`config.mk`:
```
export PLATFORM = sky130hd
export DESIGN_NAME = one_shot_timer_table
export DESIGN_NICKNAME = d
export VERILOG_FILES = /design/src/sv/ostt_pkg.sv /design/src/sv/one_shot_timer_table.sv /design/src/sv/ostt_dp.sv /design/src/sv/ostt_ctrl.sv
export SDC_FILE = /design/constraint.sdc
export NUM_CORES = 2
export LEC_CHECK = 0
export BUFFER_PORTS_ARGS = -buffer_cell sky130_fd_sc_hd__buf_2
export CAP_MARGIN = 20
export CORE_MARGIN = 5
export CORE_UTILIZATION = 50
export DETAILED_ROUTE_END_ITERATION = 10
export PLACE_DENSITY = 0.66
export SYNTH_ARGS = -nofsm -noshare
export SYNTH_HDL_FRONTEND = slang
export SYNTH_SLANG_ARGS = --single-unit
```
`constraint.sdc`:
```
create_clock -name clock -period 13.1 [get_ports clock]
set_input_delay 1.31 -clock clock [delete_from_list [all_inputs] [get_ports clock]]
set_output_delay 1.31 -clock clock [all_outputs]
set_load 0.01 [all_outputs]
```
`src/sv/ostt_pkg.sv`:
```
`timescale 1ns / 1ps
`default_nettype none

package ostt_pkg;

   // Table size and the width of a slot index.
   localparam int SLOTS  = 32;
   localparam int SLOT_W = (SLOTS > 1) ? $clog2(SLOTS) : 1;

   // Command codes of an input word.
   localparam logic CMD_ADD  = 1'b0;
   localparam logic CMD_TICK = 1'b1;

   // Status codes of a result word.
   localparam logic [1:0] STATUS_ADDED   = 2'd0;
   localparam logic [1:0] STATUS_FULL    = 2'd1;
   localparam logic [1:0] STATUS_EXPIRED = 2'd2;
   localparam logic [1:0] STATUS_NONE    = 2'd3;

   // Sources for the result register.
   localparam logic [1:0] OSEL_ADD_OK    = 2'd0;
   localparam logic [1:0] OSEL_PEND_MORE = 2'd1;
   localparam logic [1:0] OSEL_FINAL     = 2'd2;

   typedef struct packed {
      logic        cmd;
      logic [30:0] delay_ticks;
      logic [15:0] tag;
   } req_type;

   typedef struct packed {
      logic [1:0]  status;
      logic [5:0]  slot;
      logic [15:0] event_tag;
      logic [31:0] now_ticks;
      logic        last;
   } rsp_type;

   // Commands from the controller to the datapath.
   typedef struct packed {
      logic              load_req;
      logic              rd_en;
      logic [SLOT_W-1:0] rd_addr;
      logic [SLOT_W-1:0] idx;
      logic              store;
      logic              expire;
      logic              out_load;
      logic [1:0]        out_sel;
   } ctl_cmd_type;

   // Status from the datapath to the controller.
   typedef struct packed {
      logic is_tick;
      logic slot_used;
      logic slot_due;
      logic pend_valid;
      logic out_free;
   } dp_stat_type;

endpackage

`default_nettype wire

```
`src/sv/one_shot_timer_table.sv`:
```
// Channel   Direction  Handshake              Word
// req       in         req_valid / req_stall  ostt_pkg::req_type
// rsp       out        rsp_valid / rsp_stall  ostt_pkg::rsp_type
//
// An item is accepted, the scan visits each table slot in turn, and a
// closing word ends it. An add that finds a free slot ends at that slot.
// The due/tag memory gives the scan one table entry per cycle unless held.
// Reset clears the tick counter and all used marks at once; no clearing pass.
// A stall on rsp holds the scan only when a finished word cannot move out.
`timescale 1ns / 1ps
`default_nettype none

module one_shot_timer_table (
   input  wire logic              clock,
   input  wire logic              reset,
   input  wire logic              req_valid,
   output logic                   req_stall,
   input  wire ostt_pkg::req_type req_word,
   output logic                   rsp_valid,
   input  wire logic              rsp_stall,
   output ostt_pkg::rsp_type      rsp_word
);
   import ostt_pkg::*;

   ctl_cmd_type ctl;
   dp_stat_type stat;

   // Sequencer.
   ostt_ctrl u_ctrl (
      .clock     (clock),
      .reset     (reset),
      .req_valid (req_valid),
      .req_stall (req_stall),
      .stat      (stat),
      .ctl       (ctl)
   );

   // Table storage, counter and result register.
   ostt_dp u_dp (
      .clock     (clock),
      .reset     (reset),
      .req_word  (req_word),
      .ctl       (ctl),
      .stat      (stat),
      .rsp_valid (rsp_valid),
      .rsp_stall (rsp_stall),
      .rsp_word  (rsp_word)
   );

endmodule

`default_nettype wire

```
`src/sv/ostt_dp.sv`:
```
`timescale 1ns / 1ps
`default_nettype none

module ostt_dp (
   input  wire logic                 clock,
   input  wire logic                 reset,
   input  wire ostt_pkg::req_type    req_word,
   input  wire ostt_pkg::ctl_cmd_type ctl,
   output ostt_pkg::dp_stat_type     stat,
   output logic                      rsp_valid,
   input  wire logic                 rsp_stall,
   output ostt_pkg::rsp_type         rsp_word
);
   import ostt_pkg::*;

   // Entry storage: written when a timer is added, read one entry per cycle while the scan is not held.
   logic [31:0] due_mem [SLOTS];
   logic [15:0] tag_mem [SLOTS];
   logic [31:0] due_rd_ff;
   logic [15:0] tag_rd_ff;

   logic [SLOTS-1:0]  used_ff;
   logic [31:0]       tick_ff;
   req_type           req_ff;
   logic              pend_valid_ff;
   logic [SLOT_W-1:0] pend_slot_ff;
   logic [15:0]       pend_tag_ff;
   logic              rsp_valid_ff;
   rsp_type           rsp_ff;
   rsp_type           rsp_in;
   logic [31:0]       diff;

   always_ff @(posedge clock) begin
      if (ctl.store) begin
         due_mem[ctl.idx] <= tick_ff + {1'b0, req_ff.delay_ticks};
         tag_mem[ctl.idx] <= req_ff.tag;
      end
      if (ctl.rd_en) begin
         due_rd_ff <= due_mem[ctl.rd_addr];
         tag_rd_ff <= tag_mem[ctl.rd_addr];
      end
   end

   // Latched input word, the held pending expiry and the result word.
   always_ff @(posedge clock) begin
      if (ctl.load_req) begin
         req_ff <= req_word;
      end
      if (ctl.expire) begin
         pend_slot_ff <= ctl.idx;
         pend_tag_ff  <= tag_rd_ff;
      end
      if (ctl.out_load) begin
         rsp_ff <= rsp_in;
      end
   end

   // Control state: tick counter, used marks, pending flag, result valid.
   always_ff @(posedge clock) begin
      if (reset) begin
         tick_ff       <= '0;
         used_ff       <= '0;
         pend_valid_ff <= 1'b0;
         rsp_valid_ff  <= 1'b0;
      end else begin
         if (ctl.load_req && req_word.cmd == CMD_TICK) begin
            tick_ff <= tick_ff + 32'd1;
         end
         if (ctl.store) begin
            used_ff[ctl.idx] <= 1'b1;
         end else if (ctl.expire) begin
            used_ff[ctl.idx] <= 1'b0;
         end
         if (ctl.expire) begin
            pend_valid_ff <= 1'b1;
         end else if (ctl.out_load && ctl.out_sel == OSEL_FINAL) begin
            pend_valid_ff <= 1'b0;
         end
         if (ctl.out_load) begin
            rsp_valid_ff <= 1'b1;
         end else if (!rsp_stall) begin
            rsp_valid_ff <= 1'b0;
         end
      end
   end

   // Wrap-safe due test on the entry read for the current slot.
   assign diff = tick_ff - due_rd_ff;

   always_comb begin
      stat.is_tick    = (req_ff.cmd == CMD_TICK);
      stat.slot_used  = used_ff[ctl.idx];
      stat.slot_due   = !diff[31];
      stat.pend_valid = pend_valid_ff;
      stat.out_free   = !rsp_valid_ff || !rsp_stall;
   end

   // Next result word.
   always_comb begin
      rsp_in.status    = STATUS_NONE;
      rsp_in.slot      = '0;
      rsp_in.event_tag = '0;
      rsp_in.now_ticks = tick_ff;
      rsp_in.last      = 1'b1;
      case (ctl.out_sel)
         OSEL_ADD_OK: begin
            rsp_in.status = STATUS_ADDED;
            rsp_in.slot   = 6'(ctl.idx);
         end
         OSEL_PEND_MORE: begin
            rsp_in.status    = STATUS_EXPIRED;
            rsp_in.slot      = 6'(pend_slot_ff);
            rsp_in.event_tag = pend_tag_ff;
            rsp_in.last      = 1'b0;
         end
         OSEL_FINAL: begin
            if (pend_valid_ff) begin
               rsp_in.status    = STATUS_EXPIRED;
               rsp_in.slot      = 6'(pend_slot_ff);
               rsp_in.event_tag = pend_tag_ff;
            end else if (req_ff.cmd == CMD_TICK) begin
               rsp_in.status = STATUS_NONE;
            end else begin
               rsp_in.status = STATUS_FULL;
            end
         end
         default: begin
            rsp_in.status = STATUS_NONE;
         end
      endcase
   end

   assign rsp_valid = rsp_valid_ff;
   assign rsp_word  = rsp_ff;

endmodule

`default_nettype wire

```
`src/sv/ostt_ctrl.sv`:
```
`timescale 1ns / 1ps
`default_nettype none

module ostt_ctrl (
   input  wire logic                  clock,
   input  wire logic                  reset,
   input  wire logic                  req_valid,
   output logic                       req_stall,
   input  wire ostt_pkg::dp_stat_type stat,
   output ostt_pkg::ctl_cmd_type      ctl
);
   import ostt_pkg::*;

   localparam logic [1:0] S_IDLE  = 2'd0;
   localparam logic [1:0] S_SCAN  = 2'd1;
   localparam logic [1:0] S_FINAL = 2'd2;

   logic [1:0]        state_ff;
   logic [1:0]        state_in;
   logic [SLOT_W-1:0] idx_ff;
   logic [SLOT_W-1:0] idx_in;
   logic [SLOT_W-1:0] idx_next;
   logic              at_last;

   assign idx_next = idx_ff + 1'b1;
   assign at_last  = (idx_ff == SLOT_W'(SLOTS - 1));

   always_ff @(posedge clock) begin
      if (reset) begin
         state_ff <= S_IDLE;
         idx_ff   <= '0;
      end else begin
         state_ff <= state_in;
         idx_ff   <= idx_in;
      end
   end

   // Sequencer: accept, scan one slot per cycle unless held, final word.
   always_comb begin
      state_in     = state_ff;
      idx_in       = idx_ff;
      ctl          = '0;
      ctl.idx      = idx_ff;
      ctl.rd_addr  = idx_next;
      ctl.out_sel  = OSEL_FINAL;
      unique case (state_ff)
         S_IDLE: begin
            if (req_valid) begin
               ctl.load_req = 1'b1;
               ctl.rd_en    = 1'b1;
               ctl.rd_addr  = '0;
               idx_in       = '0;
               state_in     = S_SCAN;
            end
         end
         S_SCAN: begin
            if (!stat.is_tick && !stat.slot_used) begin
               // First free slot takes the new timer.
               if (stat.out_free) begin
                  ctl.store    = 1'b1;
                  ctl.out_load = 1'b1;
                  ctl.out_sel  = OSEL_ADD_OK;
                  state_in     = S_IDLE;
               end
            end else if (stat.is_tick && stat.slot_used && stat.slot_due &&
                         stat.pend_valid && !stat.out_free) begin
               // Earlier expiry cannot move out yet: hold the scan.
               ctl.rd_en = 1'b0;
            end else begin
               if (stat.is_tick && stat.slot_used && stat.slot_due) begin
                  ctl.expire   = 1'b1;
                  ctl.out_load = stat.pend_valid;
                  ctl.out_sel  = OSEL_PEND_MORE;
               end
               ctl.rd_en = 1'b1;
               idx_in    = idx_next;
               if (at_last) begin
                  state_in = S_FINAL;
               end
            end
         end
         S_FINAL: begin
            if (stat.out_free) begin
               ctl.out_load = 1'b1;
               ctl.out_sel  = OSEL_FINAL;
               state_in     = S_IDLE;
            end
         end
         default: begin
            state_in = S_IDLE;
         end
      endcase
   end

   assign req_stall = (state_ff != S_IDLE);

endmodule

`default_nettype wire

```
==> summary.md <==
| Metric | Value |
|---|---|
| EDFF count, synth | 1709 |
| Synth Area in Adders | 1.38% |
| Final ANT Viol Nets | 0 |
| Met3 WL | 15.7 mm |
| Leak | 0.0245 µW |
| Clk slew on worst S/H paths | 0.07 ns |
| Sequential element share of the synthesized area | 75.9% |
| Met2 wire length | 83.9 mm |
| Routed wire length | 177 mm |
| DR vias/cell | 6.44 |
| Grt ovf | 0 |
| Setup WS post-layout | 7.30 ns |
| DRT Pass-1 Iters | 6 |
| Clk sinks | 1782 |
| Post-CTS Setup Repair Bufs | 0 |
| Post-detail-place hpwl | 88.6 mm |
| GRT Overall Usage | 24.1% |
| Crit path buffers/inverters | 5 |
| Wirelength per Cell | 30.7 µm |
| Layout Skew | 0.0374 ns |
| Synth Cell Area | 69500 µm² |
| Total die area | 147000 µm² |
| H-Tree Depth | 4 |
| Dpl cells | 5436 |
| Crit path required time | 13.65 ns |
| WL met1 | 72.2 mm |
| Core area | 138000 µm² |
| TritonCTS clock tree | done |
| Combinational Power Share | 10.9% |
| Post-synthesis mux area share | 10.5% |
| Placed Instance Area | 72700 µm² |
| Post-Syn Nets | 3793 |
| Via count | 37200 |
| Cell Pwr Density | 167 nW/µm² |
| CP Cell Sequence | inv_1 -> ha_1 -> nand2_2 -> clkinv_2 -> nor2_4 -> buf_12 -> buf_12 -> buf_4 -> mux4_2 -> mux4_2 -> mux2_2 |
| Final setup TNS | 0 ns |
| Clk buf depth | 3 |
| Post-Synth XOR/XNOR Area | 0.718% |
| Mapped Cells | 3665 |
| Yosys reg bits | 1782 |
| Yosys warns | 0 |
| Num rows | 136 |
| Synth-to-layout area growth | 12.8% |
| Crit path kind | register to register |
| Maximum VDD drop | 0.000131 V |
| Max Slew Vio Count | 0 |
| Post-synthesis compound-gate area fraction | 7.66% |
| DP Worst Slack | 6.66 ns |
| CTS Hold Bufs | 0 |
| Reg2reg setup slack | 7.30 ns |
| I/O pins | 111 |
| Number of global-route vias before repair | 36200 |
| Largest family of logic cells by synthesized area | multiplexers |
| Final Cycle Share | 44.3% |
| DIE WIDTH | 383 µm |
| RSZ-0062 raised after global routing | no |
| Syn avg cell area | 19.0 µm² |
| Netlist cell types | 64 |
| Largest net degree at the start of global routing | 178 |
| Clock Latency Late Sink | 0.82 ns |
| Post-synth top area cell | edfxtp_1 |
| Internal Power | 9930 µW |
| Initial Util | 50.5% |
| Hold Vio Cnt, Final | 0 |
| First-pass GRT wire length | 254 mm |
| Status | complete, no violations |
| FF-to-FF path depth | 11 |
| Crit path launch type | register |
| Top FF cell, synth | edfxtp_1 |
| Root Driver | clkbuf_16 |
| Clock power frac | 37.6% |
| Worst hold path type | register to register |
| CP Max Fanout | 177 |
| Max-capacitance violation count | 0 |
| Critical path depth | 11 |
| 1st-iter DRT viols | 4744 |
| Remaining DRCs | 0 |
| Fraction of the mapped netlist area in simple logic gates | 2.16% |
| DR top layer | met4 |
| FMAX | 0.172 GHz |
| Net Sw Power | 3170 µW |
| Top Family by Delay on Critical Path | buffers and inverters |
| Worst path max stage delay | 0.78 ns |
| Leading post-synthesis cells by cell area | edfxtp_1 74%, mux4_2 9.5%, o221ai_1 2.4% |
| Post-CTS sizing | 0 |
| Slew headroom | 24.7% |
| GP Congestion | 0.782 |
| Setup crit end kind | register |
| CP arrival | 6.35 ns |
| Tmin final | 5.80 ns |
| Asr flop ratio synth | 0% |
| Post-route design area | 78500 µm² |
| Filler cells | 10200 |
| TritonCTS buffer count | 176 |
| Slew @ Worst Pin | 1.13 ns |
| Height of the chip | 383 µm |
| Slowest CP cell | buf_4 |
| Nets | 3956 |
| IO Port Bufs | 109 |
| Initial antenna violation count | 7 |
| Pwr Total | 13100 µW |
| Final setup viols | 0 |
| Flop pwr share | 51.5% |
| Top cell type's share of synthesized area | 73.8% |
| Finished Layout Cells | 5770 |
| Worst hold stages | 0 |
| Sw Share | 24.2% |
| Proportion of layout cells with a drive suffix above 1 | 22.4% |
power by group through the flow:
stage               combinational [µW]  clock (µW)  sequential [µW]
detailed placement                1420           0             6860
finish                            1430        4920             6740
global placement                  1400           0             6850
floorplan                          980           0             6810
global route                      1560        5250             6750
CTS                               1430        5000             6740
synthesized netlist by cell type (57+ instances only):
library cell and instances:
nor2_1 107, edfxtp_1 1709, dfxtp_1 73, mux4_2 293, o21ai_0 224, inv_1 58
o221ai_1 194, nand2_1 63, o22ai_1 194, ha_1 75, clkbuf_1 166, buf_2 57
per-layer routing:
metal,global-route usage (%),vias to the layer above
li1,-,15700
met1,34.7,19500
met2,37.8,1785
met3,4.82,255
met4,7.40,0
met5,0,-
worst reg2reg max path, stage by stage, from the launching register on:
cell	delay, ns
dfxtp_1	0.41
inv_1	0.09
ha_1	0.31
nand2_2	0.30
clkinv_2	0.65
nor2_4	0.36
buf_12	0.54
buf_12	0.70
buf_4	1.01
mux4_2	0.45
mux4_2	0.48
mux2_2	0.27
placed cells by master, fill, tap and decap left out, drive strengths merged, types with 11 or more instances in the layout:
cell / count
a21oi: 52
and2: 23
and3: 11
buf: 222
bufinv: 12
clkbuf: 223
clkinv: 78
dfxtp: 73
edfxtp: 1709
ha: 75
inv: 63
mux2: 50
mux4: 294
nand2: 64
nand3: 35
nand4: 13
nor2: 107
nor3: 12
o21ai: 225
o221ai: 194
o22ai: 194
o311ai: 34
o31ai: 37
xnor2: 29
xor2: 28
sequential cells by signal, indices dropped and copies added, names as in the netlist, named ones only:
register            count
u_dp.pend_slot_ff       5
u_dp.rsp_word          56
u_dp.tag_mem          512
u_ctrl.idx_ff           5
u_dp.due_mem         1024
u_dp.req_ff            47
u_dp.due_rd_ff         32
u_dp.tag_rd_ff         16
u_dp.pend_tag_ff       16
u_dp.rsp_valid          1
u_ctrl.state_ff         2
u_dp.tick_ff           32
u_dp.pend_valid_ff      1
u_dp.stat               1
final cells by class:
| cell class | count | area [µm²] | share of cell area (%) |
|---|---|---|---|
| Sequential cell | 1782 | 52800 | 67.3 |
| Multi-Input combinational cell | 1588 | 16000 | 20.4 |
| Clock buffer | 223 | 4660 | 5.94 |
| Tap cell | 1794 | 2240 | 2.86 |
| Timing Repair Buffer | 222 | 1550 | 1.97 |
| Clock inverter | 100 | 968 | 1.23 |
| Inverter | 58 | 226 | 0.289 |
| Antenna cell | 3 | 7.51 | 0.00957 |
logic make-up after synthesis:
logic type,Yosys count
buffers and inverters,295
other,1
AO/OA/AOI/OAI,792
XOR/XNOR,57
flip-flops,1782
AND/OR/NAND/NOR,309
multiplexers,353
adder cells (fa/ha/maj),76
stage by stage:
step,hold WS [ns],util [%]
final,0.442,56.9
after global routing,0.454,56.9
after CTS,0.442,56.8
after detailed placement,0.426,52.8
after global placement,0.404,52.7
after floorplan,0.400,-
worst paths after layout:
path | to | from
setup reg to reg | u_dp.tag_rd_ff[11] | u_ctrl.state_ff[0]
setup / recovery | u_dp.tag_rd_ff[11] | u_ctrl.state_ff[0]
hold / removal | u_dp.pend_tag_ff[4] | u_dp.tag_rd_ff[4]
hold reg to reg | u_dp.pend_tag_ff[4] | u_dp.tag_rd_ff[4]
No activity file was read; power rests on OpenSTA's default activity.
